$ cat config.mk
export PLATFORM = sky130hd
export DESIGN_NAME = wrb_ctrl
export DESIGN_NICKNAME = d
export VERILOG_FILES = /design/src/rtl/wrb_pkg.sv /design/src/rtl/wrb_ctrl.sv
export SDC_FILE = /design/constraint.sdc
export NUM_CORES = 1
export LEC_CHECK = 0
export BUFFER_PORTS_ARGS = -buffer_cell sky130_fd_sc_hd__buf_2
export CAP_MARGIN = 20
export CORE_MARGIN = 4
export CORE_UTILIZATION = 50
export DETAILED_ROUTE_END_ITERATION = 10
export PLACE_DENSITY = 0.81
export SYNTH_ARGS = -nofsm -noshare
export SYNTH_HDL_FRONTEND = slang
export SYNTH_SLANG_ARGS = --single-unit
$ cat constraint.sdc
create_clock -name clk -period 3.97 [get_ports clk]
set_clock_uncertainty 0.05 [all_clocks]
set_input_delay 0.794 -clock clk [delete_from_list [all_inputs] [get_ports clk]]
set_output_delay 0.794 -clock clk [all_outputs]
set_load 0.05 [all_outputs]
$ cat src/rtl/wrb_pkg.sv
// Package for the watermark ring buffer: sizes, operation and run-state codes,
// request/result structs. No dependencies.

package wrb_pkg;

  localparam int BUFFER_DEPTH = 4096;
  localparam int PTR_W        = $clog2(BUFFER_DEPTH);
  localparam int CNT_W        = $clog2(BUFFER_DEPTH + 1);
  localparam int LVL_W        = 13;
  localparam int CMP_W        = (CNT_W > LVL_W) ? CNT_W : LVL_W;
  localparam int CFG_IDX_W    = 1;

  localparam logic [LVL_W-1:0] READY_LEVEL_RST  = LVL_W'((BUFFER_DEPTH * 90) / 100);
  localparam logic [LVL_W-1:0] RESUME_LEVEL_RST = LVL_W'((BUFFER_DEPTH * 80) / 100);

  localparam logic [CFG_IDX_W-1:0] CFG_READY_LEVEL  = 1'b0;
  localparam logic [CFG_IDX_W-1:0] CFG_RESUME_LEVEL = 1'b1;

  typedef enum logic [2:0] {
    OP_PUSH  = 3'd0,
    OP_POP   = 3'd1,
    OP_START = 3'd2,
    OP_STOP  = 3'd3,
    OP_END   = 3'd4
  } op_t;

  typedef enum logic [1:0] {
    MODE_STOPPED   = 2'd0,
    MODE_BUFFERING = 2'd1,
    MODE_SUSPENDED = 2'd2,
    MODE_STOPPING  = 2'd3
  } mode_t;

  typedef struct packed {
    logic [2:0] operation;
    logic [7:0] data_in;
  } in_req_t;

  typedef struct packed {
    logic             op_accepted;
    logic [7:0]       data_out;
    logic             data_valid;
    logic [LVL_W-1:0] fill_level;
    logic [1:0]       run_state;
    logic             reader_blocked;
    logic             ready_event;
    logic             resume_event;
  } out_res_t;

  typedef struct packed {
    logic             we;
    logic [PTR_W-1:0] waddr;
    logic [7:0]       wdata;
    logic             re;
    logic [PTR_W-1:0] raddr;
  } ram_req_t;

endpackage

$ cat src/rtl/wrb_ctrl.sv
// Run-state control, pointers, fill count and watermark registers.
// Issues RAM requests and registers the status part of each result. Uses wrb_pkg.

module wrb_ctrl (
  input  logic                           clk,
  input  logic                           rst_n,
  input  logic                           req_valid,
  input  wrb_pkg::in_req_t               req,
  input  logic                           cfg_we,
  input  logic [wrb_pkg::CFG_IDX_W-1:0]  cfg_idx,
  input  logic [wrb_pkg::LVL_W-1:0]      cfg_wdata,
  output wrb_pkg::ram_req_t              ram_req,
  output logic                           st_valid,
  output wrb_pkg::out_res_t              st
);
  import wrb_pkg::*;

  logic [PTR_W-1:0] rd_pos_r, rd_pos_nxt;
  logic [PTR_W-1:0] wr_pos_r, wr_pos_nxt;
  logic [CNT_W-1:0] fill_r, fill_nxt;
  mode_t            mode_r, mode_nxt;
  logic             waiting_r, waiting_nxt;
  logic [LVL_W-1:0] ready_lvl_r, resume_lvl_r;
  logic             st_valid_r;
  out_res_t         st_r, st_nxt;

  logic             acc, dvalid, rdy_ev, res_ev;
  logic [CNT_W-1:0] fill_inc, fill_dec;

  function automatic logic [PTR_W-1:0] next_pos(input logic [PTR_W-1:0] p);
    next_pos = (p == PTR_W'(BUFFER_DEPTH - 1)) ? '0 : p + 1'b1;
  endfunction

  assign fill_inc = fill_r + 1'b1;
  assign fill_dec = fill_r - 1'b1;

  always_comb begin
    rd_pos_nxt  = rd_pos_r;
    wr_pos_nxt  = wr_pos_r;
    fill_nxt    = fill_r;
    mode_nxt    = mode_r;
    waiting_nxt = waiting_r;
    acc         = 1'b0;
    dvalid      = 1'b0;
    rdy_ev      = 1'b0;
    res_ev      = 1'b0;
    ram_req     = '{we: 1'b0, waddr: wr_pos_r, wdata: req.data_in, re: 1'b0, raddr: rd_pos_r};

    if (req_valid) begin
      unique case (op_t'(req.operation))
        OP_PUSH: begin
          if (mode_r == MODE_STOPPING) begin
            rdy_ev      = waiting_r;
            mode_nxt    = MODE_STOPPED;
            waiting_nxt = 1'b0;
            fill_nxt    = '0;
            rd_pos_nxt  = '0;
            wr_pos_nxt  = '0;
          end else if (mode_r == MODE_BUFFERING) begin
            if (fill_r == CNT_W'(BUFFER_DEPTH)) begin
              mode_nxt = MODE_SUSPENDED;
            end else begin
              ram_req.we = 1'b1;
              wr_pos_nxt = next_pos(wr_pos_r);
              fill_nxt   = fill_inc;
              acc        = 1'b1;
              if (waiting_r && (CMP_W'(fill_inc) >= CMP_W'(ready_lvl_r))) begin
                waiting_nxt = 1'b0;
                rdy_ev      = 1'b1;
              end
            end
          end
        end
        OP_POP: begin
          if (fill_r == '0) begin
            if (mode_r == MODE_BUFFERING || mode_r == MODE_SUSPENDED) begin
              waiting_nxt = 1'b1;
            end
          end else if (!waiting_r) begin
            ram_req.re = 1'b1;
            dvalid     = 1'b1;
            rd_pos_nxt = next_pos(rd_pos_r);
            fill_nxt   = fill_dec;
            if (mode_r == MODE_SUSPENDED && (CMP_W'(fill_dec) < CMP_W'(resume_lvl_r))) begin
              mode_nxt = MODE_BUFFERING;
              res_ev   = 1'b1;
            end
          end
        end
        OP_START: begin
          if (mode_r == MODE_STOPPED) begin
            mode_nxt   = MODE_BUFFERING;
            fill_nxt   = '0;
            rd_pos_nxt = '0;
            wr_pos_nxt = '0;
            acc        = 1'b1;
          end
        end
        OP_STOP: begin
          if (mode_r == MODE_BUFFERING || mode_r == MODE_SUSPENDED) begin
            mode_nxt = MODE_STOPPING;
          end
        end
        OP_END: begin
          if (mode_r != MODE_STOPPED) begin
            rdy_ev      = waiting_r;
            mode_nxt    = MODE_STOPPED;
            waiting_nxt = 1'b0;
            fill_nxt    = '0;
            rd_pos_nxt  = '0;
            wr_pos_nxt  = '0;
          end
        end
        default: begin
        end
      endcase
    end

    st_nxt.op_accepted    = acc;
    st_nxt.data_out       = '0;  // filled from RAM in the result stage
    st_nxt.data_valid     = dvalid;
    st_nxt.fill_level     = LVL_W'(fill_nxt);
    st_nxt.run_state      = mode_nxt;
    st_nxt.reader_blocked = waiting_nxt;
    st_nxt.ready_event    = rdy_ev;
    st_nxt.resume_event   = res_ev;
  end

  always_ff @(posedge clk) begin
    if (!rst_n) begin
      rd_pos_r     <= '0;
      wr_pos_r     <= '0;
      fill_r       <= '0;
      mode_r       <= MODE_STOPPED;
      waiting_r    <= 1'b0;
      ready_lvl_r  <= READY_LEVEL_RST;
      resume_lvl_r <= RESUME_LEVEL_RST;
      st_valid_r   <= 1'b0;
    end else begin
      rd_pos_r   <= rd_pos_nxt;
      wr_pos_r   <= wr_pos_nxt;
      fill_r     <= fill_nxt;
      mode_r     <= mode_nxt;
      waiting_r  <= waiting_nxt;
      st_valid_r <= req_valid;
      if (cfg_we && cfg_idx == CFG_READY_LEVEL) begin
        ready_lvl_r <= cfg_wdata;
      end
      if (cfg_we && cfg_idx == CFG_RESUME_LEVEL) begin
        resume_lvl_r <= cfg_wdata;
      end
    end
  end

  always_ff @(posedge clk) begin
    st_r <= st_nxt;
  end

  assign st_valid = st_valid_r;
  assign st       = st_r;

  // Fill count never exceeds the buffer size.
  a_fill_bound: assert property (@(posedge clk) disable iff (!rst_n)
    fill_r <= CNT_W'(BUFFER_DEPTH))
    else $error("fill count above buffer depth");

  // A stopped job never leaves a reader waiting.
  a_stopped_no_wait: assert property (@(posedge clk) disable iff (!rst_n)
    mode_r == MODE_STOPPED |-> !waiting_r)
    else $error("reader waiting while stopped");

  // A RAM write adds exactly one byte to the fill count.
  a_write_fill: assert property (@(posedge clk) disable iff (!rst_n)
    ram_req.we |=> fill_r == $past(fill_inc))
    else $error("fill count not advanced on write");

  // A RAM read takes exactly one byte from the fill count.
  a_read_fill: assert property (@(posedge clk) disable iff (!rst_n)
    ram_req.re |=> fill_r == $past(fill_dec))
    else $error("fill count not reduced on read");

  // A request never writes and reads the byte store at once.
  a_read_write_excl: assert property (@(posedge clk) disable iff (!rst_n)
    !(ram_req.we && ram_req.re))
    else $error("write and read in one cycle");

endmodule

==> flow_summary.yaml <==
yosys:
  synth_area_um2: 5100
  syn_inst: 628
  avgSynthCellArea_um2: 8.13
  yosysWarnings: 0
  synth_top_area_frac: 0.341
  synth_cell_type_count: 67
  synth.yosys.seq_area_share: 0.341
  ys.flop_type: "dfxtp_1"
  synth-edff-count: 0
  synthArstFlopShare: 0
  synth-seq-cells: 87
  synth_area_leaders: "dfxtp_1 (34%), ha_1 (8.1%), nand2_1 (5.7%)"
  yosysTopAreaCell: "dfxtp_1"
power:
  p_leak_nw: 2.50
  internal_power_w: 0.00139
  total_power_w: 0.00187
  peakVddDrop_mv: 0.225
  p_seq_frac: 0.482
  pwr_density_cell_nw_per_um2: 330
  comb_power_share: 0.103
  switching_share: 0.256
  p_sw_w: 0.000479
  clock_power_share: 0.415
floorplanning:
  die-width_um: 109
  io_pins: 92
  core_region_area_um2: 9860
  dieArea_um2: 11900
  start_util: 0.517
  std_cell_rows: 36
  fp.dieH_um: 109
layout:
  syn_to_final_growth_pct: 11.0
  nNetsFinal: 730
  num_antenna_cells: 0
  finish.utilization: 0.574
  drive_above_1_share: 0.150
timing:
  setup-violations-final: 0
  fmax_mhz: 272
  finalSetupTns_ns: 0
  rsz0062_at_grt: "false"
  hold_violations: 0
  fin_crit_sh: 0.926
  worst_slack_ns: 0.293
  drv_slew: 0
  tightest_slew_ns: 0.928
  holdWs_ns: 0.425
  slew-limit-headroom: 0.374
  post-route-min-period_ns: 3.68
worst_setup_path:
  cp-end-kind: "primary output"
  crit_chain: "inv_1 > ha_1 > or3b_1 > o41a_1 > nand2b_1 > inv_2 > buf_2"
  critPathCapture: "ram_req[33]"
  r2r-end: "mode_r[1]"
  cp_max_fo: 10
  rrSetupSlack_ns: 0.50
  worstPathRequired_ns: 3.13
  startpoint: "fill_r[0]"
  worstReg2RegStart: "fill_r[2]"
  cp-start-kind: "flip-flop"
  critPathSlowestCell: "o41a_1"
  r2r.worst_path.cells: 10
  criticalPathCategory: "flip-flop to primary output"
  cp_slowest_stage_delay_ns: 0.55
  cp.arrival_ns: 2.83
grt:
  grt_pass1_wl_um: 21900
  overflow: 0
  grt_pass1_vias: 4377
  grt_usage: 0.236
  grt_max_degree: 48
  antenna_found_initial: 0
clock_network:
  ctsResizeCount: 0
  cts_buffer_depth: 2
  hold_buffers: 0
  clk_pin_slew_ns: 0.09
  root_buffer: "clkbuf_8"
  cts_tree: "yes"
  clk_latency_ns: 0.37
  htree_levels: 3
  clkSinkCount: 87
  cts_setup_buffers: 0
  cts-buffers-inserted: 9
detailed_routing:
  vias_per_cell: 5.70
  drt_iter0_drc: 330
  postRouteWirelength_um: 13400
  routed-wl-met2_um: 6040
  vias: 4593
  dr_wl_met3_um: 1010
  ant_nets: 0
  drc: 0
  highest_layer: "met4"
  dr.pass1.iters: 5
  wl_met1_um: 6000
  wire_per_inst_um: 16.6
run:
  cap_viol_max_count: 0
placed_design:
  dp_hpwl_um: 10100
  gp_congestion: 0.947
  io_buffers: 67
  place_ws_ns: 0.543
hold_path:
  hold_class: "flip-flop to flip-flop"
status:
  outcome: "finished clean"
-- flip-flops by register name, indices dropped and copies added (netlist names) --
register,flops
wr_pos_r,12
waiting_r,1
mode_r,2
resume_lvl_r,13
st,20
ready_lvl_r,13
rd_pos_r,12
fill_r,13
st_valid,1
-- layer usage --
metal  global-route usage  up-vias
met2                0.372      175
met3               0.0592       26
met1                0.311     2131
li1                     -     2261
met4               0.0866        0
met5                    0        -
-- metrics by stage --
| stage | std cells | instance area [um^2] |
|---|---|---|
| finish | 806 | 5660 |
| CTS | 806 | 5660 |
| floorplan | 635 | 5130 |
| detailed placement | 790 | 5410 |
| global placement | 789 | 5400 |
| global route | 806 | 5660 |
-- power by group through the flow --
| stage | sequential (W) | clock [W] | combinational, W |
|---|---|---|---|
| 2_1_floorplan | 0.000933 | 0 | 0.000153 |
| 3_3_place_gp | 0.000921 | 0 | 0.000183 |
| 3_5_place_dp | 0.000922 | 0 | 0.000189 |
| 4_1_cts | 0.000901 | 0.000786 | 0.000191 |
| 5_1_grt | 0.000904 | 0.000828 | 0.000212 |
| 6_report | 0.000901 | 0.000775 | 0.000192 |
-- Yosys cell counts, types with 7 or more instances --
| library cell | n |
|---|---|
| nand2b_1 | 7 |
| clkbuf_1 | 28 |
| nor3_1 | 11 |
| a21boi_0 | 14 |
| a22o_1 | 8 |
| and2_1 | 15 |
| nor2_1 | 45 |
| a21oi_1 | 18 |
| nand2_1 | 78 |
| xor2_1 | 18 |
| inv_1 | 35 |
| o211ai_1 | 14 |
| dfxtp_1 | 87 |
| ha_1 | 33 |
| xnor2_1 | 19 |
| o21ai_0 | 23 |
| and3_1 | 11 |
| buf_4 | 18 |
| nand3_1 | 18 |
| nand4_1 | 13 |
-- cell families after synthesis --
logic type	count (synthesis)	share of synthesized area
mux	4	0.00785
buf+inv	90	0.0831
fa+ha+maj	33	0.0809
compound gates	137	0.189
flops	87	0.341
other cells	1	0.000735
xor+xnor	37	0.0635
simple gates	239	0.234
-- worst min path at each step --
stage,startpoint,endpoint,slack [ns],depth (start not counted)
floorplan,resume_lvl_r[0],resume_lvl_r[0],0.39,2
global placement,resume_lvl_r[9],resume_lvl_r[9],0.41,2
detailed placement,resume_lvl_r[12],resume_lvl_r[12],0.41,2
CTS,resume_lvl_r[12],resume_lvl_r[12],0.43,2
global route,resume_lvl_r[1],resume_lvl_r[1],0.46,2
finish,ready_lvl_r[3],ready_lvl_r[3],0.42,2
-- area by class of cell --
class / instances / area [um^2]
clock buffers: 10 / 138
clock inverters: 6 / 116
fillers: 897 / 4200
inverters: 37 / 139
multi-input cells: 458 / 2960
flip-flops and latches: 87 / 1740
well taps: 133 / 166
repair buffers: 75 / 399
-- critical path, delay by kind of cell, from the launching register on --
kind / cells / cell delay, ns
buffers and inverters: 3 / 0.45
adders and majority gates: 1 / 0.18
DFF: 1 / 0.40
AOI/OAI and AO/OA: 1 / 0.55
and+or+nand+nor: 2 / 0.88
-- cells in the final DEF (no fill, tap or decap), types with 5 or more instances in the layout --
| master | count |
|---|---|
| dfxtp_1 | 87 |
| nand2_1 | 78 |
| buf_2 | 67 |
| nor2_1 | 45 |
| inv_1 | 35 |
| ha_1 | 33 |
| o21ai_0 | 23 |
| xnor2_1 | 19 |
| xor2_1 | 18 |
| nand3_1 | 18 |
| a21oi_1 | 18 |
| and2_1 | 15 |
| o211ai_1 | 14 |
| a21boi_0 | 14 |
| nand4_1 | 13 |
| nor3_1 | 11 |
| and3_1 | 11 |
| clkbuf_8 | 10 |
| a22o_1 | 8 |
| conb_1 | 8 |
| nand2b_1 | 7 |
| buf_4 | 7 |
| o31ai_1 | 6 |
| nor4_1 | 6 |
| a21o_1 | 6 |
| nor2b_1 | 6 |
| o21ai_1 | 5 |
No activity file was read; power rests on OpenSTA's default activity.
